===== config.mk =====
export PLATFORM = sky130hd
export DESIGN_NAME = length_prefixed_arg_parser_core_flat
export DESIGN_NICKNAME = d
export VERILOG_FILES = /design/src/design/lpap_pkg.sv /design/src/design/lpap_if.sv /design/src/design/lpap_parse.sv /design/src/design/lpap_out_reg.sv /design/src/design/length_prefixed_arg_parser_core.sv /design/src/flat_wrapper.sv
export VERILOG_INCLUDE_DIRS = /design/src /design/src/design
export SDC_FILE = /design/constraint.sdc
export NUM_CORES = 1
export LEC_CHECK = 0
export BUFFER_PORTS_ARGS = -buffer_cell sky130_fd_sc_hd__buf_2
export CAP_MARGIN = 20
export CORE_MARGIN = 3
export CORE_UTILIZATION = 46
export DETAILED_ROUTE_END_ITERATION = 10
export GPL_TIMING_DRIVEN = 0
export HOLD_SLACK_MARGIN = 0.06
export PLACE_DENSITY = 0.6
export SLEW_MARGIN = 0
export SYNTH_ARGS = -nofsm -noshare
export SYNTH_HDL_FRONTEND = slang
export SYNTH_SLANG_ARGS = --single-unit

===== constraint.sdc =====
create_clock -name clock -period 4.6 [get_ports clock]
set_input_delay 0.69 -clock clock [delete_from_list [all_inputs] [get_ports clock]]
set_output_delay 0.69 -clock clock [all_outputs]
set_load 0.02 [all_outputs]

===== src/design/length_prefixed_arg_parser_core_assert.svh =====
// Assertion macros shared by the parser modules.
// Needs a clock named clock and a reset named reset in the including module.
`ifndef LENGTH_PREFIXED_ARG_PARSER_CORE_ASSERT_SVH
`define LENGTH_PREFIXED_ARG_PARSER_CORE_ASSERT_SVH

// Check a same-cycle implication outside reset.
`define LPAP_ASSERT_NOW(label, ante, cons) \
   label: assert property (@(posedge clock) disable iff (reset) (ante) |-> (cons)) \
      else $error("lpap: same-cycle check failed");

// Check an implication in the next cycle outside reset.
`define LPAP_ASSERT_NEXT(label, ante, cons) \
   label: assert property (@(posedge clock) disable iff (reset) (ante) |=> (cons)) \
      else $error("lpap: next-cycle check failed");

`endif


===== src/design/lpap_pkg.sv =====
// Types and constants of the length-prefixed argument parser.
// No dependencies; imported by every module of the block.
package lpap_pkg;

   localparam int unsigned FIELD_BYTES = 4;
   localparam int unsigned POS_W = $clog2(FIELD_BYTES);
   localparam logic [31:0] ARG_LIMIT_RESET = 32'd200000;

   // Parse phase of the current request
   typedef enum logic [1:0] {
      PH_COUNT = 2'd0,
      PH_LEN   = 2'd1,
      PH_DATA  = 2'd2,
      PH_DONE  = 2'd3
   } phase_type;

   // Verdict reported with each result
   typedef enum logic [1:0] {
      ST_BUSY   = 2'd0,
      ST_ACCEPT = 2'd1,
      ST_REJECT = 2'd2
   } status_type;

   // One result transaction
   typedef struct packed {
      logic [7:0]  arg_byte;
      logic        arg_byte_valid;
      logic [31:0] arg_index;
      logic        arg_end;
      status_type  status;
   } rsp_item_type;

endpackage


===== src/design/lpap_if.sv =====
// Channel interfaces of the parser: request bytes, results, register writes.
// Depends on nothing; used by all modules of the block.
interface lpap_req_if;
   logic       valid;
   logic       ready;
   logic [7:0] data_byte;
   logic       last_byte;
   modport source (output valid, output data_byte, output last_byte, input ready);
   modport sink (input valid, input data_byte, input last_byte, output ready);
endinterface

interface lpap_rsp_if;
   logic        valid;
   logic        ready;
   logic [7:0]  arg_byte;
   logic        arg_byte_valid;
   logic [31:0] arg_index;
   logic        arg_end;
   logic [1:0]  status;
   modport source (output valid, output arg_byte, output arg_byte_valid,
                   output arg_index, output arg_end, output status, input ready);
   modport sink (input valid, input arg_byte, input arg_byte_valid,
                 input arg_index, input arg_end, input status, output ready);
endinterface

interface lpap_csr_if;
   logic        valid;
   logic        ready;
   logic [31:0] data;
   modport source (output valid, output data, input ready);
   modport sink (input valid, input data, output ready);
endinterface


===== src/design/lpap_parse.sv =====
// Parse state machine: field assembly, argument counting and verdict.
// Depends on lpap_pkg, lpap_if and the assertion macro header.
`include "length_prefixed_arg_parser_core_assert.svh"

module lpap_parse
   import lpap_pkg::*;
(
   input  logic          clock,
   input  logic          reset,
   lpap_req_if.sink      req,
   lpap_csr_if.sink      csr,
   input  logic          can_take,
   output logic          item_fire,
   output rsp_item_type  res
);

   phase_type        phase_ff, phase_in, step_phase;
   logic [POS_W-1:0] pos_ff, pos_in;
   logic [23:0]      accum_ff, accum_in;
   logic [31:0]      expected_ff, expected_in;
   logic [31:0]      done_ff, done_in;
   logic [31:0]      left_ff, left_in;
   logic             failed_ff, failed_in, step_failed;
   logic [31:0]      arg_limit_ff;

   logic [31:0] field_full;
   logic        field_last;
   logic [31:0] done_inc;
   logic        finish_all;
   logic [23:0] lane_byte;

   assign req.ready  = can_take;
   assign csr.ready  = 1'b1;
   assign item_fire  = req.valid && can_take;

   // Assemble the little-endian field; the fourth byte completes it directly
   assign field_last = (pos_ff == POS_W'(FIELD_BYTES - 1));
   assign field_full = {req.data_byte, accum_ff};
   assign lane_byte  = 24'(req.data_byte) << {pos_ff, 3'b000};
   assign done_inc   = done_ff + 32'd1;
   assign finish_all = (done_inc == expected_ff);

   // Next state
   always_comb begin
      phase_in    = phase_ff;
      pos_in      = pos_ff;
      accum_in    = accum_ff;
      expected_in = expected_ff;
      done_in     = done_ff;
      left_in     = left_ff;
      failed_in   = failed_ff;
      if (item_fire && !failed_ff) begin
         case (phase_ff)
            PH_COUNT, PH_LEN: begin
               if (field_last) begin
                  pos_in   = '0;
                  accum_in = '0;
                  if (phase_ff == PH_COUNT) begin
                     if (field_full > arg_limit_ff) begin
                        failed_in = 1'b1;
                     end else begin
                        expected_in = field_full;
                        done_in     = '0;
                        phase_in    = (field_full == 32'd0) ? PH_DONE : PH_LEN;
                     end
                  end else begin
                     left_in = field_full;
                     if (field_full == 32'd0) begin
                        done_in  = done_inc;
                        phase_in = finish_all ? PH_DONE : PH_LEN;
                     end else begin
                        phase_in = PH_DATA;
                     end
                  end
               end else begin
                  pos_in   = pos_ff + POS_W'(1);
                  accum_in = accum_ff | lane_byte;
               end
            end
            PH_DATA: begin
               left_in = left_ff - 32'd1;
               if (left_ff == 32'd1) begin
                  done_in  = done_inc;
                  phase_in = finish_all ? PH_DONE : PH_LEN;
               end
            end
            default: begin
               // a byte after the final argument
               failed_in = 1'b1;
            end
         endcase
      end
      step_phase  = phase_in;
      step_failed = failed_in;
      // Rearm after the last byte of a request
      if (item_fire && req.last_byte) begin
         phase_in    = PH_COUNT;
         pos_in      = '0;
         accum_in    = '0;
         expected_in = '0;
         done_in     = '0;
         left_in     = '0;
         failed_in   = 1'b0;
      end
   end

   // Result fields
   always_comb begin
      res = '0;
      res.status = ST_BUSY;
      if (!failed_ff) begin
         case (phase_ff)
            PH_LEN: begin
               if (field_last && field_full == 32'd0) begin
                  res.arg_end   = 1'b1;
                  res.arg_index = done_ff;
               end
            end
            PH_DATA: begin
               res.arg_byte       = req.data_byte;
               res.arg_byte_valid = 1'b1;
               res.arg_index      = done_ff;
               res.arg_end        = (left_ff == 32'd1);
            end
            default: begin
               res.arg_end = 1'b0;
            end
         endcase
      end
      if (req.last_byte) begin
         res.status = (step_failed || step_phase != PH_DONE) ? ST_REJECT : ST_ACCEPT;
      end
   end

   // Hold parse state; advance on each accepted transaction
   always_ff @(posedge clock) begin
      if (reset) begin
         phase_ff     <= PH_COUNT;
         pos_ff       <= '0;
         accum_ff     <= '0;
         expected_ff  <= '0;
         done_ff      <= '0;
         left_ff      <= '0;
         failed_ff    <= 1'b0;
         arg_limit_ff <= ARG_LIMIT_RESET;
      end else begin
         phase_ff    <= phase_in;
         pos_ff      <= pos_in;
         accum_ff    <= accum_in;
         expected_ff <= expected_in;
         done_ff     <= done_in;
         left_ff     <= left_in;
         failed_ff   <= failed_in;
         if (csr.valid) begin
            arg_limit_ff <= csr.data;
         end
      end
   end

   `LPAP_ASSERT_NOW(a_failed_silent, item_fire && failed_ff, !res.arg_byte_valid && !res.arg_end)
   `LPAP_ASSERT_NOW(a_busy_midway, item_fire && !req.last_byte, res.status == ST_BUSY)
   `LPAP_ASSERT_NEXT(a_rearm, item_fire && req.last_byte, phase_ff == PH_COUNT && !failed_ff)

endmodule


===== src/design/lpap_out_reg.sv =====
// Result register between the parse logic and the result channel.
// Depends on lpap_pkg, lpap_if and the assertion macro header.
`include "length_prefixed_arg_parser_core_assert.svh"

module lpap_out_reg
   import lpap_pkg::*;
(
   input  logic          clock,
   input  logic          reset,
   input  logic          load,
   input  rsp_item_type  res,
   output logic          can_take,
   lpap_rsp_if.source    rsp
);

   logic         valid_ff, valid_in;
   rsp_item_type item_ff, item_in;

   // Take a new result when empty or when the held one leaves this cycle
   assign can_take = !valid_ff || rsp.ready;

   always_comb begin
      valid_in = valid_ff;
      item_in  = item_ff;
      if (load) begin
         valid_in = 1'b1;
         item_in  = res;
      end else if (rsp.ready) begin
         valid_in = 1'b0;
      end
   end

   always_ff @(posedge clock) begin
      if (reset) begin
         valid_ff <= 1'b0;
      end else begin
         valid_ff <= valid_in;
      end
      item_ff <= item_in;
   end

   assign rsp.valid          = valid_ff;
   assign rsp.arg_byte       = item_ff.arg_byte;
   assign rsp.arg_byte_valid = item_ff.arg_byte_valid;
   assign rsp.arg_index      = item_ff.arg_index;
   assign rsp.arg_end        = item_ff.arg_end;
   assign rsp.status         = item_ff.status;

   `LPAP_ASSERT_NEXT(a_load_shows, load, valid_ff)
   `LPAP_ASSERT_NOW(a_idle_byte_zero, valid_ff && !item_ff.arg_byte_valid, item_ff.arg_byte == 8'd0)
   `LPAP_ASSERT_NOW(a_idle_index_zero, valid_ff && !item_ff.arg_byte_valid && !item_ff.arg_end, item_ff.arg_index == 32'd0)

endmodule


===== src/design/length_prefixed_arg_parser_core.sv =====
// Top level of the length-prefixed argument parser.
// Depends on lpap_pkg, lpap_if, lpap_parse and lpap_out_reg.
//
//   channel   direction  payload                                          role
//   req_chan  in         data_byte, last_byte                             request bytes
//   rsp_chan  out        arg_byte, arg_byte_valid, arg_index, arg_end,    one result per byte
//                        status
//   csr_chan  in         data                                             argument limit write
//
// One request byte is accepted per clock while the result register can take it; its result appears in the next cycle.
// The parse state update and result are one combinational step into the result register.
// A stalled result register blocks new bytes only while rsp_chan is not ready.
// Synchronous reset sets the argument limit to 200000 and the parser to await a count.
// csr_chan is always ready; write it only while the block is idle.
module length_prefixed_arg_parser_core
   import lpap_pkg::*;
(
   input  logic          clock,
   input  logic          reset,
   lpap_req_if.sink      req_chan,
   lpap_rsp_if.source    rsp_chan,
   lpap_csr_if.sink      csr_chan
);

   logic         can_take;
   logic         item_fire;
   rsp_item_type res;

   lpap_parse u_parse (
      .clock     (clock),
      .reset     (reset),
      .req       (req_chan),
      .csr       (csr_chan),
      .can_take  (can_take),
      .item_fire (item_fire),
      .res       (res)
   );

   lpap_out_reg u_out_reg (
      .clock    (clock),
      .reset    (reset),
      .load     (item_fire),
      .res      (res),
      .can_take (can_take),
      .rsp      (rsp_chan)
   );

endmodule


===== src/flat_wrapper.sv =====
// flat-port wrapper written by rule: the top's interface ports become plain ports
module length_prefixed_arg_parser_core_flat import lpap_pkg::*;
  (clock, reset, req_chan_valid, req_chan_data_byte, req_chan_last_byte, req_chan_ready, rsp_chan_valid, rsp_chan_arg_byte, rsp_chan_arg_byte_valid, rsp_chan_arg_index, rsp_chan_arg_end, rsp_chan_status, rsp_chan_ready, csr_chan_valid, csr_chan_data, csr_chan_ready);
  lpap_req_if req_chan_i ();
  lpap_rsp_if rsp_chan_i ();
  lpap_csr_if csr_chan_i ();
  input  logic clock;
  input  logic reset;
  input wire logic [$bits(req_chan_i.valid)-1:0] req_chan_valid;
  input wire logic [$bits(req_chan_i.data_byte)-1:0] req_chan_data_byte;
  input wire logic [$bits(req_chan_i.last_byte)-1:0] req_chan_last_byte;
  output wire logic [$bits(req_chan_i.ready)-1:0] req_chan_ready;
  output wire logic [$bits(rsp_chan_i.valid)-1:0] rsp_chan_valid;
  output wire logic [$bits(rsp_chan_i.arg_byte)-1:0] rsp_chan_arg_byte;
  output wire logic [$bits(rsp_chan_i.arg_byte_valid)-1:0] rsp_chan_arg_byte_valid;
  output wire logic [$bits(rsp_chan_i.arg_index)-1:0] rsp_chan_arg_index;
  output wire logic [$bits(rsp_chan_i.arg_end)-1:0] rsp_chan_arg_end;
  output wire logic [$bits(rsp_chan_i.status)-1:0] rsp_chan_status;
  input wire logic [$bits(rsp_chan_i.ready)-1:0] rsp_chan_ready;
  input wire logic [$bits(csr_chan_i.valid)-1:0] csr_chan_valid;
  input wire logic [$bits(csr_chan_i.data)-1:0] csr_chan_data;
  output wire logic [$bits(csr_chan_i.ready)-1:0] csr_chan_ready;
  assign req_chan_i.valid = req_chan_valid;
  assign req_chan_i.data_byte = req_chan_data_byte;
  assign req_chan_i.last_byte = req_chan_last_byte;
  assign req_chan_ready = req_chan_i.ready;
  assign rsp_chan_valid = rsp_chan_i.valid;
  assign rsp_chan_arg_byte = rsp_chan_i.arg_byte;
  assign rsp_chan_arg_byte_valid = rsp_chan_i.arg_byte_valid;
  assign rsp_chan_arg_index = rsp_chan_i.arg_index;
  assign rsp_chan_arg_end = rsp_chan_i.arg_end;
  assign rsp_chan_status = rsp_chan_i.status;
  assign rsp_chan_i.ready = rsp_chan_ready;
  assign csr_chan_i.valid = csr_chan_valid;
  assign csr_chan_i.data = csr_chan_data;
  assign csr_chan_ready = csr_chan_i.ready;
  length_prefixed_arg_parser_core u_core (.clock(clock), .reset(reset), .req_chan(req_chan_i), .rsp_chan(rsp_chan_i), .csr_chan(csr_chan_i));
endmodule

; ---- Word-level counts from Yosys, hierarchy flattened
; Index checks and enable logic that the tools add are counted.
[word_totals]
reg_bits = 202
output_inout_bits = 47
in_bits = 46
word_cells = 84
[classes]
n_reduce_logical = 19
mux = 32
bitwise_logic = 3
magnitude_cmp = 1
shifts = 1
addsub = 3
n_eq_ne = 11
[ops]
columns = cell, count
row1 = 2-to-1 mux 32 bit, 7
row2 = one-hot mux 32 bit (2 select lines), 3
row3 = 2-to-1 mux 33 bit, 1
row4 = adder 32 x 1 -> 32 bit (second input constant), 1
row5 = equality test 32 x 1 -> 1 bit (second input constant), 1
row6 = equality test 32 bit, 1
row7 = greater-than comparator 32 bit, 1
row8 = zero test 32 bit, 1
row9 = subtractor 32 x 1 -> 32 bit (second input constant), 1
row10 = 2-to-1 mux 24 bit, 1
row11 = bitwise OR 24 bit, 1
row12 = << shifter 8 x 5 -> 24 bit, 1
row13 = 2-to-1 mux 2 bit, 10
row14 = != test 2 bit (second input constant), 4
row15 = 2-to-1 mux 1 bit, 7
row16 = != test 3 bit (second input constant), 2
row17 = AND reduction 6 bit, 1
row18 = OR reduction 2 bit, 3
row19 = AND reduction 5 bit, 1
row20 = equality test 2 bit (second input constant), 2
row21 = logical AND 1 bit, 4
row22 = one-hot mux 1 bit (2 select lines), 2
row23 = one-hot mux 2 bit (2 select lines), 1
row24 = AND reduction 4 bit, 1
row25 = 8 further kinds, 12

; ---- Longest topological paths before layout
[logic_depth]
word_depth = 11
depth_mapped = 13
mapped_depth_nobuf = 10

; ---- By module
; From an unflattened synthesis, not the netlist that was laid out.
[hier_totals]
cells_unflattened = 1277
hier_area_um2 = 10633.9
[by_module_without_submodules]
columns = module, area_per_inst_um2, seq_area_each_um2, instances, cells_each
row1 = lpap_parse, 9266.4, 3143.0, 1, 1229
row2 = lpap_out_reg, 1367.6, 1341.3, 1, 48

; ---- Worst setup path before layout
; OpenSTA, ideal clock, no wires.
[synth_path]
path_kind = input-to-reg
from = input rsp_chan_ready
to = register u_core.u_parse.accum_ff[10]
arrival_time_ns = 3.693
setup_time_ns = 0.065
required_ns = 4.535
path_stages = 8
setup_slack_ns = 0.842
n_path_buf = 1
path_cell_list = nand2b_1 and2_1 clkbuf_1 nor2b_1 o21ai_1 nor3b_1 a21oi_1 nor2_1
[synth_between]
elab_chain_len = 4
word_cells_on_any_way = 6
cone_classes = reduce/logical (6)
[synth_lines]
columns = item, line_no
row1 = "start, declared", flat_wrapper.sv:19  ; input wire logic [$bits(rsp_chan_i.ready)-1:0] rsp_chan_ready;
row2 = logical OR 1 bit (*), lpap_out_reg.sv:20  ; assign can_take = !valid_ff || rsp.ready;
row3 = logical AND 1 bit (*), lpap_parse.sv:34  ; assign item_fire = req.valid && can_take;
row4 = net u_core.item_fire, length_prefixed_arg_parser_core.sv:26  ; logic item_fire;
row5 = "logical AND 1 bit, on equally long branches", "lpap_parse.sv:52, lpap_parse.sv:96"
row6 = AND reduction 2 bit (no line) or OR reduction 2 bit (tied branches), --
row7 = "end signal, assigned", lpap_parse.sv:149  ; accum_ff <= accum_in;
row8 = "end, declared", lpap_parse.sv:19  ; logic [23:0] accum_ff, accum_in;
; Mark *: on every way through the listed nets, which the timed path passes. The rest lies on a longest branch.
; A chain may end at the register's enable or synchronous reset.

; ---- Worst setup path in the final report
[layout_path]
from = register u_core.u_parse.accum_ff[14]
to = register u_core.u_parse.done_ff[4]
[layout_between]
elab_chain_len = 3
word_cells_on_any_way = 5
cone_classes = order compare (1) / eq/ne (2) / reduce/logical (2)
[layout_lines]
columns = item, line_no
row1 = greater-than comparator 32 bit or zero test 32 bit (tied branches), "lpap_parse.sv:59, lpap_parse.sv:68"
row2 = != test 3 bit (no line), --
row3 = AND reduction 6 bit (no line) (*), --
row4 = "end signal, assigned", lpap_parse.sv:151  ; done_ff <= done_in;
row5 = "end, declared", lpap_parse.sv:21  ; logic [31:0] done_ff, done_in;
; Every way passes the cells marked *; elsewhere a longest branch is shown, timed or not.

==> metrics.csv <==
metric,value,unit
place_congestion,0.9471,
slowest_delay,0.60,ns
insertion_delay,0.52,ns
crit_cells,12,
crit_family,simple AND/OR/NAND/NOR gates,
ys_seq_area_share,41.76,%
placed_area,0.01160,mm^2
cpMostUsedCell,clkbuf_1,
start_kind,register,
synth_top_area_cell,dfxtp_1,
end_kind,register,
drive_gt1_share,11.15,%
cp.required,4.98,ns
fmaxAchievable,0.2457,GHz
dr_total_vias,9862,
max_slew.worst_pin.slew,1.010,ns
grt_max_degree,40,
endpoint,u_core.u_parse.done_ff[4]$_SDFFE_PP0P_,
final_util,54.19,%
cp_cell_sequence,"ha_1, nand4_2, nor3_1, a21boi_1, or4_4, o2111a_2, or4_1, clkbuf_1, clkbuf_1, buf_2, o211ai_1, o41ai_1",
cts.htree.levels,1,
antenna_found_initial,0,
die-area,0.02522,mm^2
grt_pass1_wl,53390,um
synth.cell_area,0.01074,mm^2
avgViaCountPerCell,5.853,
rows,55,
reg2reg_from,u_core.u_parse.accum_ff[14]$_SDFFE_PP0P_,
clock-sinks,202,
fin_crit_sh,88.49,%
leakagePower,4.994,nW
syn_area_per_cell,8.661,um^2
fillers,2126,
yosysTopAreaCellShare,29.45,%
synth_nets,1326,
r2r_slack,0.53,ns
async_reset_ff_share,0,%
syn_to_final_growth,14.94,%
fin_crit,4.071,ns
postRouteAntennaNets,0,
maxCapViolCount,0,
clockRootBuffer,clkbuf_16,
clk_pin_slew,0.06,ns
antenna_cells,0,
clockBufferDepth,3,
power_density,321.8,mW/mm^2
startpoint,u_core.u_parse.accum_ff[14]$_SDFFE_PP0P_,
synth_edf_count,44,
peakVddDrop,0.2600,mV
reg2reg_depth,12,
die_y,158.8,um
drt_iter0_drc,766,
cts_tree,yes,
initial_utilization,47.15,%
hold_viol,0,
drc,0,
drt-total-wl,34050,um
rsz0062_at_grt,false,
max_slew_margin,32.16,%
final_nets,1443,
crit_slowest_cell,dfxtp_1,
dr.pass1.iters,7,
stdcell_area,0.01234,mm^2
cts_made_buffers,23,
post_cts_buffers,0,
worstPathArrival,4.45,ns
synthCells,1240,
status,completed,
io_buffers,90,
seq_area,0.004484,mm^2
avgRoutedWirePerCell,20.21,um
crit_buf_inv,3,
synthTopCellsByArea,"dfxtp_1, edfxtp_1, mux2i_1",
synth_cell_type_count,73,
finalClockSkew,0.01215,ns
postCtsHoldBufs,0,
setup_viol,0,
track_usage,26.23,%
io_pins,93,
grt_overflow,0,
dieWidth,158.8,um
core,0.02278,mm^2
multi_input_area,0.005753,mm^2
ctsResizeCount,0,
critPathMaxFanout,10,
min_path_type,in2reg,
synth_seq_cells,202,
synth_ff_type,dfxtp_1,
dp_hpwl,24370,um
rr_endpoint,u_core.u_parse.done_ff[4]$_SDFFE_PP0P_,
crit_type,reg2reg,
drv_slew,0,
yosysWarningCount,0,
grt_pass1_vias,9326,
[cell families after synthesis]
logic type                 synth area share, %
and+or+nand+nor                          23.06
AOI/OAI and AO/OA                        16.33
DFF                                      41.76
buffers and inverters                    4.672
muxes                                    5.977
xor gates and xnor gates                 3.507
adders and majority gates                4.660
other                                  0.03492
[sequential cells by signal, summed over array words and instances, names as in the netlist]
signal / count
u_core.u_parse.pos_ff: 2
u_core.u_out_reg.rsp.arg_byte_valid: 1
u_core.u_out_reg.rsp.arg_end: 1
u_core.u_parse.failed_ff: 1
u_core.u_out_reg.rsp.valid: 1
u_core.u_parse.left_ff: 32
u_core.u_parse.expected_ff: 32
u_core.u_out_reg.rsp.status: 2
u_core.u_out_reg.rsp.arg_index: 32
u_core.u_parse.done_ff: 32
u_core.u_parse.arg_limit_ff: 32
u_core.u_out_reg.rsp.arg_byte: 8
u_core.u_parse.phase_ff: 2
u_core.u_parse.accum_ff: 24
[metal layers]
metal	track usage [%]	vias to the layer above	wire length [um]
met5	0	-	0
met4	10.98	0	1643
met3	3.809	108	2263
met2	42.96	403	15400
met1	34.79	4617	14750
li1	-	4734	-
[synth_stat cells (7+ instances only)]
master,instances
nand4b_1,8
nand2_1,84
a21oi_1,100
or3_1,12
xor2_1,16
a22oi_1,9
ha_1,40
nor2b_1,7
o2bb2ai_1,7
xnor2_1,27
buf_2,7
edfxtp_1,44
o211ai_1,17
buf_1,12
and3_1,9
o22ai_1,12
dfxtp_1,158
a31oi_1,12
inv_1,49
or4_1,17
and2_1,45
nor4_1,23
o21ai_0,52
nand3_1,29
clkbuf_1,58
a21o_1,7
and4_1,8
nor2_1,154
mux2i_1,63
nand4_1,22
nor3_1,33
a211oi_1,14
[cell type report]
class / count / share of cell area, %
Timing Repair Buffer: 92 / 3.852
Clock inverter: 7 / 0.5778
Inverter: 49 / 1.490
Tap cell: 313 / 3.173
Sequential cell: 202 / 36.33
Buffer: 80 / 2.585
Clock buffer: 33 / 5.383
Multi-Input combinational cell: 909 / 46.61
[where the power goes]
group	internal, mW	switching (mW)	leakage (nW)	total, mW
Clock	1.06	0.745	0.359	1.81
Sequential	1.85	0.0334	1.72	1.89
Combinational	0.0981	0.182	2.91	0.280
Total	3.01	0.960	4.99	3.97
[worst min path at each step]
stage                                                        from                                            to  slack (ns)  cells past startpoint
after floorplan            u_core.u_parse.left_ff[7]$_SDFFE_PP0P_        u_core.u_parse.left_ff[7]$_SDFFE_PP0P_        0.45                      2
after global placement    u_core.u_parse.left_ff[26]$_SDFFE_PP0P_       u_core.u_parse.left_ff[26]$_SDFFE_PP0P_        0.47                      2
after detailed placement   u_core.u_parse.left_ff[7]$_SDFFE_PP0P_        u_core.u_parse.left_ff[7]$_SDFFE_PP0P_        0.47                      2
after CTS                                       csr_chan_data[16]  u_core.u_parse.arg_limit_ff[16]$_SDFFE_PP1P_        0.39                      3
after global routing                            csr_chan_data[16]  u_core.u_parse.arg_limit_ff[16]$_SDFFE_PP1P_        0.41                      3
final                                           csr_chan_data[16]  u_core.u_parse.arg_limit_ff[16]$_SDFFE_PP1P_        0.40                      3
[cell usage in the layout, fill, tap and decap left out, types with 9 or more instances in the layout]
cell	netlist	routed
dfxtp_1	158	158
nor2_1	154	154
a21oi_1	100	100
buf_2	7	98
nand2_1	84	84
clkbuf_1	58	63
mux2i_1	63	63
o21ai_0	52	52
inv_1	49	49
and2_1	45	45
edfxtp_1	44	44
ha_1	40	40
nor3_1	33	33
nand3_1	29	29
xnor2_1	27	27
clkbuf_16	0	24
nor4_1	23	23
nand4_1	22	22
or4_1	17	17
o211ai_1	17	17
xor2_1	16	16
a211oi_1	14	14
buf_1	12	12
o22ai_1	12	12
a31oi_1	12	12
or3_1	12	12
a22oi_1	9	9
and3_1	9	9
[per-stage QoR]
| stage | total power, mW | setup slack [ns] | hold WS (ns) | setup TNS [ns] | instances |
|---|---|---|---|---|---|
| floorplan | 2.087 | 0.8419 | 0.4464 | 0 | 1240 |
| global placement | 2.199 | -0.3258 | 0.4718 | -12.16 | 1643 |
| detailed placement | 2.204 | 0.3218 | 0.4720 | 0 | 1644 |
| CTS | 3.994 | 0.5310 | 0.3886 | 0 | 1684 |
| global route | 4.104 | 0.3532 | 0.4139 | 0 | 1685 |
| finish | 3.972 | 0.5294 | 0.3963 | 0 | 1685 |
[tightest hold or removal path, cell delays in order]
cell and delay, ns:
buf_2 0.08, nand2_1 0.04, o211ai_1 0.06
(Power assumes the default switching activity.)
